$ cat src/hdl/hrsd_pkg.sv
// hrsd_pkg: shared constants, register indexes and controller/datapath command types
// for the high-pass rms strike detector. No dependencies.
package hrsd_pkg;

  // fixed field and arithmetic widths
  localparam int SAMPLE_BITS        = 16;
  localparam int COEF_BITS          = 24;
  localparam int COEF_FRAC_BITS     = 20;
  localparam int GUARD_BITS         = 8;
  localparam int STATE_BITS         = 40;
  localparam int ACC_BITS           = 48;
  localparam int DHALF_BITS         = STATE_BITS / 2;
  localparam int MUL_B_BITS         = DHALF_BITS + 1;
  localparam int PROD_BITS          = COEF_BITS + MUL_B_BITS;
  localparam int CNT_BITS           = 32;
  localparam int RMS_BITS           = 16;
  localparam int LEN_REG_BITS       = 4;
  localparam int MIN_BLOCK_LOG2     = 4;
  localparam int MAX_BLOCK_LOG2_DEF = 11;

  // configuration port
  localparam int CFG_DATA_BITS = 24;
  localparam int CFG_IDX_BITS  = 3;

  localparam logic [CFG_IDX_BITS-1:0] CFG_FILTER_GAIN = 3'd0;
  localparam logic [CFG_IDX_BITS-1:0] CFG_S1_A1       = 3'd1;
  localparam logic [CFG_IDX_BITS-1:0] CFG_S1_A2       = 3'd2;
  localparam logic [CFG_IDX_BITS-1:0] CFG_S2_A1       = 3'd3;
  localparam logic [CFG_IDX_BITS-1:0] CFG_S2_A2       = 3'd4;
  localparam logic [CFG_IDX_BITS-1:0] CFG_THRESHOLD   = 3'd5;
  localparam logic [CFG_IDX_BITS-1:0] CFG_REFRACTORY  = 3'd6;
  localparam logic [CFG_IDX_BITS-1:0] CFG_BLOCK_LEN   = 3'd7;

  // register reset values
  localparam logic [COEF_BITS-1:0]    RST_GAIN       = 24'd1048576;
  localparam logic [RMS_BITS-1:0]     RST_THRESHOLD  = 16'd983;
  localparam logic [15:0]             RST_REFRACTORY = 16'd23;
  localparam logic [LEN_REG_BITS-1:0] RST_BLOCK_LEN  = 4'd11;

  // multiplier operand select
  typedef enum logic [1:0] {
    MUL_GAIN,
    MUL_LO,
    MUL_HI,
    MUL_SQ
  } mul_sel_e;

  // accumulator operation
  typedef enum logic [1:0] {
    ACC_HOLD,
    ACC_GAIN,
    ACC_SUB_LO,
    ACC_SUB_HI
  } acc_op_e;

  typedef struct packed {
    logic     load_x;
    mul_sel_e mul_sel;
    logic     mul_sec;
    logic     mul_tap;
    acc_op_e  acc_op;
    logic     upd;
    logic     upd_sec;
    logic     sq_acc;
    logic     root_start;
    logic     root_step;
    logic     decide;
  } hrsd_cmd_t;

  typedef struct packed {
    logic blk_end;
    logic root_done;
    logic hit;
    logic out_busy;
  } hrsd_stat_t;

endpackage

$ cat src/hdl/hrsd_stream_if.sv
// hrsd_stream_if: valid/ready channel interfaces for sample items and strike event items.
// Depends on hrsd_pkg.
interface hrsd_in_if;
  import hrsd_pkg::*;
  logic                          valid;
  logic                          ready;
  logic signed [SAMPLE_BITS-1:0] sample;

  modport source (output valid, output sample, input ready);
  modport sink   (input valid, input sample, output ready);
endinterface

interface hrsd_out_if;
  import hrsd_pkg::*;
  logic                valid;
  logic                ready;
  logic [CNT_BITS-1:0] strike_no;
  logic [CNT_BITS-1:0] block_index;
  logic [RMS_BITS-1:0] rms;

  modport source (output valid, output strike_no, output block_index, output rms, input ready);
  modport sink   (input valid, input strike_no, input block_index, input rms, output ready);
endinterface

$ cat src/hdl/hrsd_datapath.sv
// hrsd_datapath: configuration registers, shared multiplier, biquad accumulator,
// energy sum, bit-serial square root and event registers. Depends on hrsd_pkg.
module hrsd_datapath #(
  parameter int MaxBlockLog2 = hrsd_pkg::MAX_BLOCK_LOG2_DEF
) (
  input  logic                                    clk_i,
  input  logic                                    rst_ni,
  input  logic                                    cfg_we_i,
  input  logic [hrsd_pkg::CFG_IDX_BITS-1:0]       cfg_idx_i,
  input  logic [hrsd_pkg::CFG_DATA_BITS-1:0]      cfg_data_i,
  input  logic signed [hrsd_pkg::SAMPLE_BITS-1:0] sample_i,
  input  hrsd_pkg::hrsd_cmd_t                     cmd_i,
  output hrsd_pkg::hrsd_stat_t                    stat_o,
  input  logic                                    out_ready_i,
  output logic                                    out_valid_o,
  output logic [hrsd_pkg::CNT_BITS-1:0]           strike_no_o,
  output logic [hrsd_pkg::CNT_BITS-1:0]           block_index_o,
  output logic [hrsd_pkg::RMS_BITS-1:0]           rms_o
);
  import hrsd_pkg::*;

  localparam int CntW   = MaxBlockLog2 + 1;
  localparam int EnW    = 2 * SAMPLE_BITS - 1 + MaxBlockLog2;
  localparam int LenW   = $clog2(MaxBlockLog2 + 1);
  localparam int TopBit = ((EnW - 1) / 2) * 2;

  // saturate accumulator value to the filter state width
  function automatic logic signed [STATE_BITS-1:0] sat_state(
    input logic signed [ACC_BITS-1:0] v
  );
    logic signed [ACC_BITS-1:0] hi;
    logic signed [ACC_BITS-1:0] lo;
    hi = ACC_BITS'({1'b0, {(STATE_BITS-1){1'b1}}});
    lo = ~hi;
    if (v > hi) return hi[STATE_BITS-1:0];
    if (v < lo) return lo[STATE_BITS-1:0];
    return v[STATE_BITS-1:0];
  endfunction

  // saturate to the sample width
  function automatic logic signed [SAMPLE_BITS-1:0] sat_sample(
    input logic signed [STATE_BITS:0] v
  );
    logic signed [STATE_BITS:0] hi;
    logic signed [STATE_BITS:0] lo;
    hi = (STATE_BITS+1)'({1'b0, {(SAMPLE_BITS-1){1'b1}}});
    lo = ~hi;
    if (v > hi) return hi[SAMPLE_BITS-1:0];
    if (v < lo) return lo[SAMPLE_BITS-1:0];
    return v[SAMPLE_BITS-1:0];
  endfunction

  logic signed [COEF_BITS-1:0] gain_q, s1a1_q, s1a2_q, s2a1_q, s2a2_q;
  logic [RMS_BITS-1:0]         thr_q;
  logic [15:0]                 refr_q;
  logic [LEN_REG_BITS-1:0]     blen_q;

  // configuration registers
  always_ff @(posedge clk_i or negedge rst_ni) begin
    if (!rst_ni) begin
      gain_q <= RST_GAIN;
      s1a1_q <= '0;
      s1a2_q <= '0;
      s2a1_q <= '0;
      s2a2_q <= '0;
      thr_q  <= RST_THRESHOLD;
      refr_q <= RST_REFRACTORY;
      blen_q <= RST_BLOCK_LEN;
    end else if (cfg_we_i) begin
      unique case (cfg_idx_i)
        CFG_FILTER_GAIN: gain_q <= cfg_data_i;
        CFG_S1_A1:       s1a1_q <= cfg_data_i;
        CFG_S1_A2:       s1a2_q <= cfg_data_i;
        CFG_S2_A1:       s2a1_q <= cfg_data_i;
        CFG_S2_A2:       s2a2_q <= cfg_data_i;
        CFG_THRESHOLD:   thr_q  <= cfg_data_i[RMS_BITS-1:0];
        CFG_REFRACTORY:  refr_q <= cfg_data_i[15:0];
        CFG_BLOCK_LEN:   blen_q <= cfg_data_i[LEN_REG_BITS-1:0];
      endcase
    end
  end

  logic signed [SAMPLE_BITS-1:0] x_q, y_q;
  logic signed [STATE_BITS-1:0]  s1d0_q, s1d1_q, s2d0_q, s2d1_q;
  logic signed [ACC_BITS-1:0]    acc_q, acc_d;
  logic signed [PROD_BITS-1:0]   prod_q;
  logic signed [COEF_BITS-1:0]   mul_a, coef;
  logic signed [MUL_B_BITS-1:0]  mul_b;
  logic signed [STATE_BITS-1:0]  dsel, uds0, uds1, wnew, ynew;
  logic signed [STATE_BITS+2:0]  yfull;
  logic signed [STATE_BITS:0]    yrnd;
  logic signed [SAMPLE_BITS-1:0] yout;
  logic signed [PROD_BITS:0]     gsum, lsum;

  // multiplier operand select
  always_comb begin
    coef = cmd_i.mul_sec ? (cmd_i.mul_tap ? s2a2_q : s2a1_q)
                         : (cmd_i.mul_tap ? s1a2_q : s1a1_q);
    dsel = cmd_i.mul_sec ? (cmd_i.mul_tap ? s2d1_q : s2d0_q)
                         : (cmd_i.mul_tap ? s1d1_q : s1d0_q);
    unique case (cmd_i.mul_sel)
      MUL_GAIN: begin
        mul_a = gain_q;
        mul_b = MUL_B_BITS'(x_q);
      end
      MUL_LO: begin
        mul_a = coef;
        mul_b = {1'b0, dsel[DHALF_BITS-1:0]};
      end
      MUL_HI: begin
        mul_a = coef;
        mul_b = MUL_B_BITS'($signed(dsel[STATE_BITS-1:DHALF_BITS]));
      end
      default: begin
        mul_a = COEF_BITS'(y_q);
        mul_b = MUL_B_BITS'(y_q);
      end
    endcase
  end

  // section update: new state word, section output, final rounded sample
  always_comb begin
    uds0  = cmd_i.upd_sec ? s2d0_q : s1d0_q;
    uds1  = cmd_i.upd_sec ? s2d1_q : s1d1_q;
    wnew  = sat_state(acc_q);
    yfull = (STATE_BITS+3)'(wnew) - ((STATE_BITS+3)'(uds0) <<< 1) + (STATE_BITS+3)'(uds1);
    ynew  = sat_state(ACC_BITS'(yfull));
    yrnd  = (STATE_BITS+1)'(ynew) + (STATE_BITS+1)'(1 << (GUARD_BITS-1));
    yout  = sat_sample(yrnd >>> GUARD_BITS);
  end

  // accumulator next value
  always_comb begin
    gsum = (PROD_BITS+1)'(prod_q) + (PROD_BITS+1)'(1 << (COEF_FRAC_BITS-GUARD_BITS-1));
    lsum = (PROD_BITS+1)'(prod_q) + (PROD_BITS+1)'(1 << (COEF_FRAC_BITS-1));
    unique case (cmd_i.acc_op)
      ACC_GAIN:   acc_d = ACC_BITS'(gsum >>> (COEF_FRAC_BITS-GUARD_BITS));
      ACC_SUB_LO: acc_d = acc_q - ACC_BITS'(lsum >>> COEF_FRAC_BITS);
      ACC_SUB_HI: acc_d = acc_q - ACC_BITS'(prod_q);
      default:    acc_d = acc_q;
    endcase
    if (cmd_i.upd) acc_d = ACC_BITS'(ynew);
  end

  // filter registers
  always_ff @(posedge clk_i or negedge rst_ni) begin
    if (!rst_ni) begin
      s1d0_q <= '0;
      s1d1_q <= '0;
      s2d0_q <= '0;
      s2d1_q <= '0;
    end else if (cmd_i.upd) begin
      if (cmd_i.upd_sec) begin
        s2d1_q <= s2d0_q;
        s2d0_q <= wnew;
      end else begin
        s1d1_q <= s1d0_q;
        s1d0_q <= wnew;
      end
    end
  end

  // payload registers of the filter path
  always_ff @(posedge clk_i) begin
    prod_q <= mul_a * mul_b;
    acc_q  <= acc_d;
    if (cmd_i.load_x) x_q <= sample_i;
    if (cmd_i.upd && cmd_i.upd_sec) y_q <= yout;
  end

  // block length clamp and end of block
  logic [LenW-1:0]   lcl;
  logic [EnW-1:0]    energy_q, mean;
  logic [CntW-1:0]   count_q;
  always_comb begin
    if (blen_q < LEN_REG_BITS'(MIN_BLOCK_LOG2)) lcl = LenW'(MIN_BLOCK_LOG2);
    else if (32'(blen_q) > MaxBlockLog2)        lcl = LenW'(MaxBlockLog2);
    else                                        lcl = LenW'(blen_q);
    mean = energy_q >> lcl;
  end

  // square root, one result bit per cycle
  logic [EnW-1:0] rem_q, res_q, bit_q;
  logic [EnW:0]   trial;
  logic [RMS_BITS-1:0] rms;
  assign trial = (EnW+1)'(res_q) + (EnW+1)'(bit_q);
  assign rms   = (|res_q[EnW-1:RMS_BITS]) ? '1 : res_q[RMS_BITS-1:0];

  always_ff @(posedge clk_i or negedge rst_ni) begin
    if (!rst_ni) begin
      bit_q <= '0;
    end else if (cmd_i.root_start) begin
      bit_q <= EnW'(1) << TopBit;
    end else if (cmd_i.root_step) begin
      bit_q <= bit_q >> 2;
    end
  end

  always_ff @(posedge clk_i) begin
    if (cmd_i.root_start) begin
      rem_q <= mean;
      res_q <= '0;
    end else if (cmd_i.root_step) begin
      if ({1'b0, rem_q} >= trial) begin
        rem_q <= rem_q - trial[EnW-1:0];
        res_q <= (res_q >> 1) + bit_q;
      end else begin
        res_q <= res_q >> 1;
      end
    end
  end

  // strike decision
  logic [CNT_BITS-1:0] blk_q, last_q, ev_q;
  logic                seen_q, out_valid_q, hit;
  assign hit = (!seen_q || (blk_q - last_q) >= CNT_BITS'(refr_q)) && (rms > thr_q);

  // energy, counters and event state
  always_ff @(posedge clk_i or negedge rst_ni) begin
    if (!rst_ni) begin
      energy_q    <= '0;
      count_q     <= '0;
      blk_q       <= '0;
      last_q      <= '0;
      ev_q        <= '0;
      seen_q      <= 1'b0;
      out_valid_q <= 1'b0;
    end else begin
      if (cmd_i.decide && hit) out_valid_q <= 1'b1;
      else if (out_ready_i)    out_valid_q <= 1'b0;
      if (cmd_i.sq_acc) begin
        energy_q <= energy_q + EnW'(prod_q[2*SAMPLE_BITS-1:0]);
        count_q  <= count_q + 1'b1;
      end
      if (cmd_i.decide) begin
        energy_q <= '0;
        count_q  <= '0;
        blk_q    <= blk_q + 1'b1;
        if (hit) begin
          seen_q <= 1'b1;
          last_q <= blk_q;
          ev_q   <= ev_q + 1'b1;
        end
      end
    end
  end

  // event payload
  always_ff @(posedge clk_i) begin
    if (cmd_i.decide && hit) begin
      strike_no_o   <= ev_q + 1'b1;
      block_index_o <= blk_q;
      rms_o         <= rms;
    end
  end

  assign out_valid_o      = out_valid_q;
  assign stat_o.blk_end   = count_q >= (CntW'(1) << lcl);
  assign stat_o.root_done = (bit_q == '0);
  assign stat_o.hit       = hit;
  assign stat_o.out_busy  = out_valid_q && !out_ready_i;

endmodule

$ cat src/hdl/hrsd_ctrl.sv
// hrsd_ctrl: sequencer that steps the datapath through gain, two biquad sections,
// squaring, block end check, square root and event decision. Depends on hrsd_pkg.
module hrsd_ctrl (
  input  logic                 clk_i,
  input  logic                 rst_ni,
  input  logic                 in_valid_i,
  output logic                 in_ready_o,
  input  hrsd_pkg::hrsd_stat_t stat_i,
  output hrsd_pkg::hrsd_cmd_t  cmd_o
);
  import hrsd_pkg::*;

  typedef enum logic [12:0] {
    ST_IDLE   = 13'b0000000000001,
    ST_GAIN   = 13'b0000000000010,
    ST_LOAD   = 13'b0000000000100,
    ST_T0     = 13'b0000000001000,
    ST_T1     = 13'b0000000010000,
    ST_T2     = 13'b0000000100000,
    ST_T3     = 13'b0000001000000,
    ST_UPD    = 13'b0000010000000,
    ST_SQ     = 13'b0000100000000,
    ST_ACCUM  = 13'b0001000000000,
    ST_CHECK  = 13'b0010000000000,
    ST_ROOT   = 13'b0100000000000,
    ST_DECIDE = 13'b1000000000000
  } state_e;

  state_e state_q, state_d;
  logic   sec_q, sec_d;

  // next state and datapath commands
  always_comb begin
    state_d    = state_q;
    sec_d      = sec_q;
    in_ready_o = 1'b0;
    cmd_o      = '0;
    cmd_o.mul_sec = sec_q;
    unique case (state_q)
      ST_IDLE: begin
        in_ready_o = 1'b1;
        if (in_valid_i) begin
          cmd_o.load_x = 1'b1;
          state_d      = ST_GAIN;
        end
      end
      ST_GAIN: begin
        cmd_o.mul_sel = MUL_GAIN;
        state_d       = ST_LOAD;
      end
      ST_LOAD: begin
        cmd_o.acc_op  = ACC_GAIN;
        cmd_o.mul_sel = MUL_LO;
        cmd_o.mul_sec = 1'b0;
        sec_d         = 1'b0;
        state_d       = ST_T0;
      end
      ST_T0: begin
        cmd_o.acc_op  = ACC_SUB_LO;
        cmd_o.mul_sel = MUL_HI;
        state_d       = ST_T1;
      end
      ST_T1: begin
        cmd_o.acc_op  = ACC_SUB_HI;
        cmd_o.mul_sel = MUL_LO;
        cmd_o.mul_tap = 1'b1;
        state_d       = ST_T2;
      end
      ST_T2: begin
        cmd_o.acc_op  = ACC_SUB_LO;
        cmd_o.mul_sel = MUL_HI;
        cmd_o.mul_tap = 1'b1;
        state_d       = ST_T3;
      end
      ST_T3: begin
        cmd_o.acc_op = ACC_SUB_HI;
        state_d      = ST_UPD;
      end
      ST_UPD: begin
        cmd_o.upd     = 1'b1;
        cmd_o.upd_sec = sec_q;
        if (!sec_q) begin
          // second section starts right away
          cmd_o.mul_sel = MUL_LO;
          cmd_o.mul_sec = 1'b1;
          sec_d         = 1'b1;
          state_d       = ST_T0;
        end else begin
          state_d = ST_SQ;
        end
      end
      ST_SQ: begin
        cmd_o.mul_sel = MUL_SQ;
        state_d       = ST_ACCUM;
      end
      ST_ACCUM: begin
        cmd_o.sq_acc = 1'b1;
        state_d      = ST_CHECK;
      end
      ST_CHECK: begin
        if (stat_i.blk_end) begin
          cmd_o.root_start = 1'b1;
          state_d          = ST_ROOT;
        end else begin
          state_d = ST_IDLE;
        end
      end
      ST_ROOT: begin
        if (stat_i.root_done) state_d = ST_DECIDE;
        else                  cmd_o.root_step = 1'b1;
      end
      ST_DECIDE: begin
        // hold while a previous event item still waits and this decision is a hit
        if (!(stat_i.hit && stat_i.out_busy)) begin
          cmd_o.decide = 1'b1;
          state_d      = ST_IDLE;
        end
      end
      default: state_d = ST_IDLE;
    endcase
  end

  always_ff @(posedge clk_i or negedge rst_ni) begin
    if (!rst_ni) begin
      state_q <= ST_IDLE;
      sec_q   <= 1'b0;
    end else begin
      state_q <= state_d;
      sec_q   <= sec_d;
    end
  end

endmodule

$ cat src/hdl/highpass_rms_strike_detector_unit.sv
// Strike detector: each sample item passes a two-section high-pass biquad filter
// on one shared 24x21 multiplier, is squared and summed in ten multiplier passes of
// the sequencer; a new sample is taken only once the previous one is done. The last
// sample of a block further runs the bit-serial square root and decision, and an
// event item is emitted when the block rms exceeds the threshold outside the
// refractory distance. A waiting event item does not block new samples; only a
// second event stalls until the first is taken.
// Depends on hrsd_pkg, hrsd_stream_if, hrsd_ctrl and hrsd_datapath.
module highpass_rms_strike_detector_unit #(
  parameter int MaxBlockLog2 = hrsd_pkg::MAX_BLOCK_LOG2_DEF
) (
  input  logic                               clk_i,
  input  logic                               rst_ni,
  input  logic                               cfg_we_i,
  input  logic [hrsd_pkg::CFG_IDX_BITS-1:0]  cfg_idx_i,
  input  logic [hrsd_pkg::CFG_DATA_BITS-1:0] cfg_data_i,
  hrsd_in_if.sink                            in_i,
  hrsd_out_if.source                         out_o
);
  import hrsd_pkg::*;

  hrsd_cmd_t  cmd;
  hrsd_stat_t stat;

  // sequencer
  hrsd_ctrl u_ctrl (
    .clk_i      (clk_i),
    .rst_ni     (rst_ni),
    .in_valid_i (in_i.valid),
    .in_ready_o (in_i.ready),
    .stat_i     (stat),
    .cmd_o      (cmd)
  );

  // arithmetic and state
  hrsd_datapath #(
    .MaxBlockLog2 (MaxBlockLog2)
  ) u_datapath (
    .clk_i         (clk_i),
    .rst_ni        (rst_ni),
    .cfg_we_i      (cfg_we_i),
    .cfg_idx_i     (cfg_idx_i),
    .cfg_data_i    (cfg_data_i),
    .sample_i      (in_i.sample),
    .cmd_i         (cmd),
    .stat_o        (stat),
    .out_ready_i   (out_o.ready),
    .out_valid_o   (out_o.valid),
    .strike_no_o   (out_o.strike_no),
    .block_index_o (out_o.block_index),
    .rms_o         (out_o.rms)
  );

endmodule
$ cat src/flat_wrapper.sv
// flat-port wrapper written by rule: the top's interface ports become plain ports
module highpass_rms_strike_detector_unit_flat import hrsd_pkg::*;
#(
  parameter int MaxBlockLog2 = hrsd_pkg::MAX_BLOCK_LOG2_DEF
)
  (clk_i, rst_ni, cfg_we_i, cfg_idx_i, cfg_data_i, in_i_valid, in_i_sample, in_i_ready, out_o_valid, out_o_strike_no, out_o_block_index, out_o_rms, out_o_ready);
  hrsd_in_if in_i_i ();
  hrsd_out_if out_o_i ();
  input  logic clk_i;
  input  logic rst_ni;
  input  logic cfg_we_i;
  input  logic [hrsd_pkg::CFG_IDX_BITS-1:0] cfg_idx_i;
  input  logic [hrsd_pkg::CFG_DATA_BITS-1:0] cfg_data_i;
  input wire logic [$bits(in_i_i.valid)-1:0] in_i_valid;
  input wire logic [$bits(in_i_i.sample)-1:0] in_i_sample;
  output wire logic [$bits(in_i_i.ready)-1:0] in_i_ready;
  output wire logic [$bits(out_o_i.valid)-1:0] out_o_valid;
  output wire logic [$bits(out_o_i.strike_no)-1:0] out_o_strike_no;
  output wire logic [$bits(out_o_i.block_index)-1:0] out_o_block_index;
  output wire logic [$bits(out_o_i.rms)-1:0] out_o_rms;
  input wire logic [$bits(out_o_i.ready)-1:0] out_o_ready;
  assign in_i_i.valid = in_i_valid;
  assign in_i_i.sample = in_i_sample;
  assign in_i_ready = in_i_i.ready;
  assign out_o_valid = out_o_i.valid;
  assign out_o_strike_no = out_o_i.strike_no;
  assign out_o_block_index = out_o_i.block_index;
  assign out_o_rms = out_o_i.rms;
  assign out_o_i.ready = out_o_ready;
  highpass_rms_strike_detector_unit #(.MaxBlockLog2(MaxBlockLog2)) u_core (.clk_i(clk_i), .rst_ni(rst_ni), .cfg_we_i(cfg_we_i), .cfg_idx_i(cfg_idx_i), .cfg_data_i(cfg_data_i), .in_i(in_i_i), .out_o(out_o_i));
endmodule
$ cat config.mk
export PLATFORM = sky130hd
export DESIGN_NAME = highpass_rms_strike_detector_unit_flat
export DESIGN_NICKNAME = d
export VERILOG_FILES = /design/src/hdl/hrsd_pkg.sv /design/src/hdl/hrsd_stream_if.sv /design/src/hdl/hrsd_datapath.sv /design/src/hdl/hrsd_ctrl.sv /design/src/hdl/highpass_rms_strike_detector_unit.sv /design/src/flat_wrapper.sv
export SDC_FILE = /design/constraint.sdc
export NUM_CORES = 2
export LEC_CHECK = 0
export ABC_AREA = 0
export BUFFER_PORTS_ARGS = -buffer_cell sky130_fd_sc_hd__buf_4
export CAP_MARGIN = 5
export CORE_UTILIZATION = 30
export CTS_BUF_LIST = sky130_fd_sc_hd__clkbuf_16
export DETAILED_ROUTE_END_ITERATION = 8
export PLACE_DENSITY = 0.51
export SYNTH_ARGS = -nofsm -noshare
export SYNTH_HDL_FRONTEND = slang
export SYNTH_HIERARCHICAL = 1
export SYNTH_SLANG_ARGS = --single-unit
$ cat constraint.sdc
create_clock -name clk_i -period 10.3 [get_ports clk_i]
set_clock_uncertainty 0.05 [all_clocks]
set_input_delay 1.03 -clock clk_i [delete_from_list [all_inputs] [get_ports clk_i]]
set_output_delay 1.03 -clock clk_i [all_outputs]
set_load 0.01 [all_outputs]
==> results.cfg <==
[run_status]
status = finished clean

[cts]
path_clk_slew_ns = 0.06
clock-root-buffer = clkbuf_16
cts_buffers = 94
clock-sinks = 792
htree_levels = 3
cts_hold_repair.buffers = 0
cts_buffer_depth = 3
cts_tree = built
clk_latency_ns = 0.77

[final_layout]
final_cells = 10600
fillers = 23500
drive_above_1_share_pct = 16.0
syn_to_final_growth_pct = 15.0
nets = 8515
final_area_mm2 = 0.0798

[hold_path]
hold_class = in2async

[logic_synthesis]
synth.area.top_cells = dfrtp_1 18%, fa_1 16%, edfxtp_1 8.7%
synth_area_mm2 = 0.0694
yosys-top-cells-count = 861 x nand2_1, 728 x inv_1, 560 x fa_1
synth.mux.area_fraction_pct = 9.46
synth_top_area_share_pct = 17.5
yosys.cell_types.count = 121
synthCells = 7206
synth_fa_ha_area_share_pct = 23.5
synth_edf_count = 202
yosysWarnings = 6
synth-compound-area-share_pct = 12.3
yosysSeqAreaShare_pct = 29.4
avgSynthCellArea_um2 = 9.63
synth.ff_latch_count = 792
yosys_most_used_dff = dfrtp_1
synth-xor-area-share_pct = 5.51
synth_most_common_cell = nand2_1
yosysTopAreaCell = dfrtp_1
postSynth.asyncResetShare_pct = 63.5
synthSimpleGateAreaFrac_pct = 13.9
synth_top_family_by_area = adder cells

[die]
core_region_area_mm2 = 0.230
die_h_um = 483
rows = 176
die_w_um = 483
pin_count = 130
start_util_pct = 30.2
dieArea_mm2 = 0.233

[grt]
grt_pass1_vias = 55400
antenna_found_initial = 3
gr-usage-all-layers_pct = 19.1
grt_max_degree = 162
grt_pass1_wl_um = 342000
grt-ovfl-total = 0

[sta]
worst_pin_slew_ns = 1.07
finalWorstSetupSlack_ns = 0.352
slew_headroom_pct = 27.7
fin_crit_ns = 9.95
rsz0062_at_grt = yes
max_freq_mhz = 101
hold_viol = 0
finalMaxSlewViolations = 0
fin_crit_sh_pct = 96.6
tns_ns = 0
setup_viol = 0

[route]
dr.pass1.iters = 5
drt-wirelength-per-cell_um = 20.9
drt_iter0_markers = 3877
post-route-drc-count = 0
viasPerCell = 5.10
final_antenna_net_count = 0
wl_um = 222000
routed-via-count = 54100

[placement]
placedCellCount = 10400
place_ws_ns = -0.241
post-dp-hpwl_um = 177000
dpl-instance-area_mm2 = 0.0761
gp_congestion = 0.955
io_buffers = 129

[critical_path]
critPathKind = reg2reg
endpoint_kind = register
slowest_delay_ns = 0.55
cp-start-kind = register
worst-path-stages = 40
cp.arrival_ns = 10.49
worstPathRequired_ns = 10.84
critical-path-top-delay-family = adder cells
cp_common_cell = fa_1
cp.buffers_inverters = 9
cp_slowest_cell = fa_1
path_max_fanout = 10
reg2reg_depth = 40

[job]
maxCapViolCount = 0
## layout by cell type (no fill, tap or decap), drive strengths merged, types with 173 or more instances in the layout
cell type	instances
nand2	861
ha	409
dfrtp	486
fa	560
xnor2	254
o21ai	380
edfxtp	202
xor2	181
buf	518
mux2i	173
mux2	294
nor2	470
inv	748
a21oi	372
## state kept, by name (all words and copies together) (netlist names), 21 cells and up
name and cells:
u_core/u_datapath/gain_q 24, u_core/u_datapath/prod_q 45, u_core/u_datapath/last_q 32, u_core/u_datapath/strike_no_o 32, u_core/u_datapath/ev_q 32, u_core/u_datapath/s2d1_q 40, u_core/u_datapath/acc_q 48, u_core/u_datapath/s2d0_q 40
u_core/u_datapath/rem_q 42, u_core/u_datapath/s1d0_q 40, u_core/u_datapath/s2a1_q 24, u_core/u_datapath/s1d1_q 40, u_core/u_datapath/s1a2_q 24, u_core/u_datapath/blk_q 32, u_core/u_datapath/s2a2_q 24, u_core/u_datapath/bit_q 21
u_core/u_datapath/energy_q 42, u_core/u_datapath/block_index_o 32, u_core/u_datapath/s1a1_q 24, u_core/u_datapath/res_q 42
## final cells by class
| class | instances | area [um2] | area share, % |
|---|---|---|---|
| antenna | 6 | 15.0 | 0.0188 |
| clock buffer | 102 | 2550 | 3.20 |
| clock inverter | 76 | 737 | 0.924 |
| inverter | 728 | 2730 | 3.43 |
| multi-input combinational | 5364 | 45400 | 56.9 |
| sequential | 792 | 20400 | 25.6 |
| tap | 3026 | 3790 | 4.75 |
| timing repair buffer | 518 | 4170 | 5.23 |
## what timing repair did
item,CTS,global route
setup endpoints to repair,10,26
resized for setup,17,41
pin swaps,1,12
setup buffers,1,6
## stage by stage
step	utilization, %	hold WS (ns)
after global placement	33.1	0.399
final	34.7	0.310
after detailed placement	33.1	0.393
after CTS	34.6	0.327
after floorplan	-	0.381
after global routing	34.7	0.345
## kinds of logic (layout without fill, tap and decap cells)
family          count (synthesis)  in the layout
compound gates               1335           1335
xor+xnor                      435            435
fa+ha+maj                     970            970
buf+inv                      1052           1424
flops                         792            792
mux                           534            534
other cells                     2             10
simple gates                 2086           2086
## metal layers
| metal | track usage, % | vias up | wire length [um] |
|---|---|---|---|
| li1 | - | 25200 | - |
| met1 | 25.5 | 27400 | 98200 |
| met2 | 31.9 | 1285 | 105000 |
| met3 | 2.55 | 272 | 10700 |
| met4 | 6.36 | 2 | 7610 |
| met5 | 0 | - | 13 |
## path summary, 6_finish.rpt
check	slack (ns)	endpoint	start
min reg2reg	0.41	u_core/u_datapath/seen_q$_DFFE_PN0P_	u_core/u_datapath/seen_q$_DFFE_PN0P_
min	0.31	u_core/u_datapath/ev_q[2]$_DFFE_PN0P_	rst_ni
min in group clk_i	0.39	u_core/u_datapath/x_q[0]$_DFFE_PP_	in_i_sample[0]
max in group asynchronous	7.56	u_core/u_datapath/s1a2_q[4]$_DFFE_PN0P_	rst_ni
max	0.35	u_core/u_datapath/prod_q[44]$_DFF_P_	u_core/u_ctrl/state_q[8]$_DFFE_PN0P_
max reg2reg	0.35	u_core/u_datapath/prod_q[44]$_DFF_P_	u_core/u_ctrl/state_q[8]$_DFFE_PN0P_
Power is not shown: default switching activity piles up to over one toggle a cycle in this logic, so the estimate is an artifact.
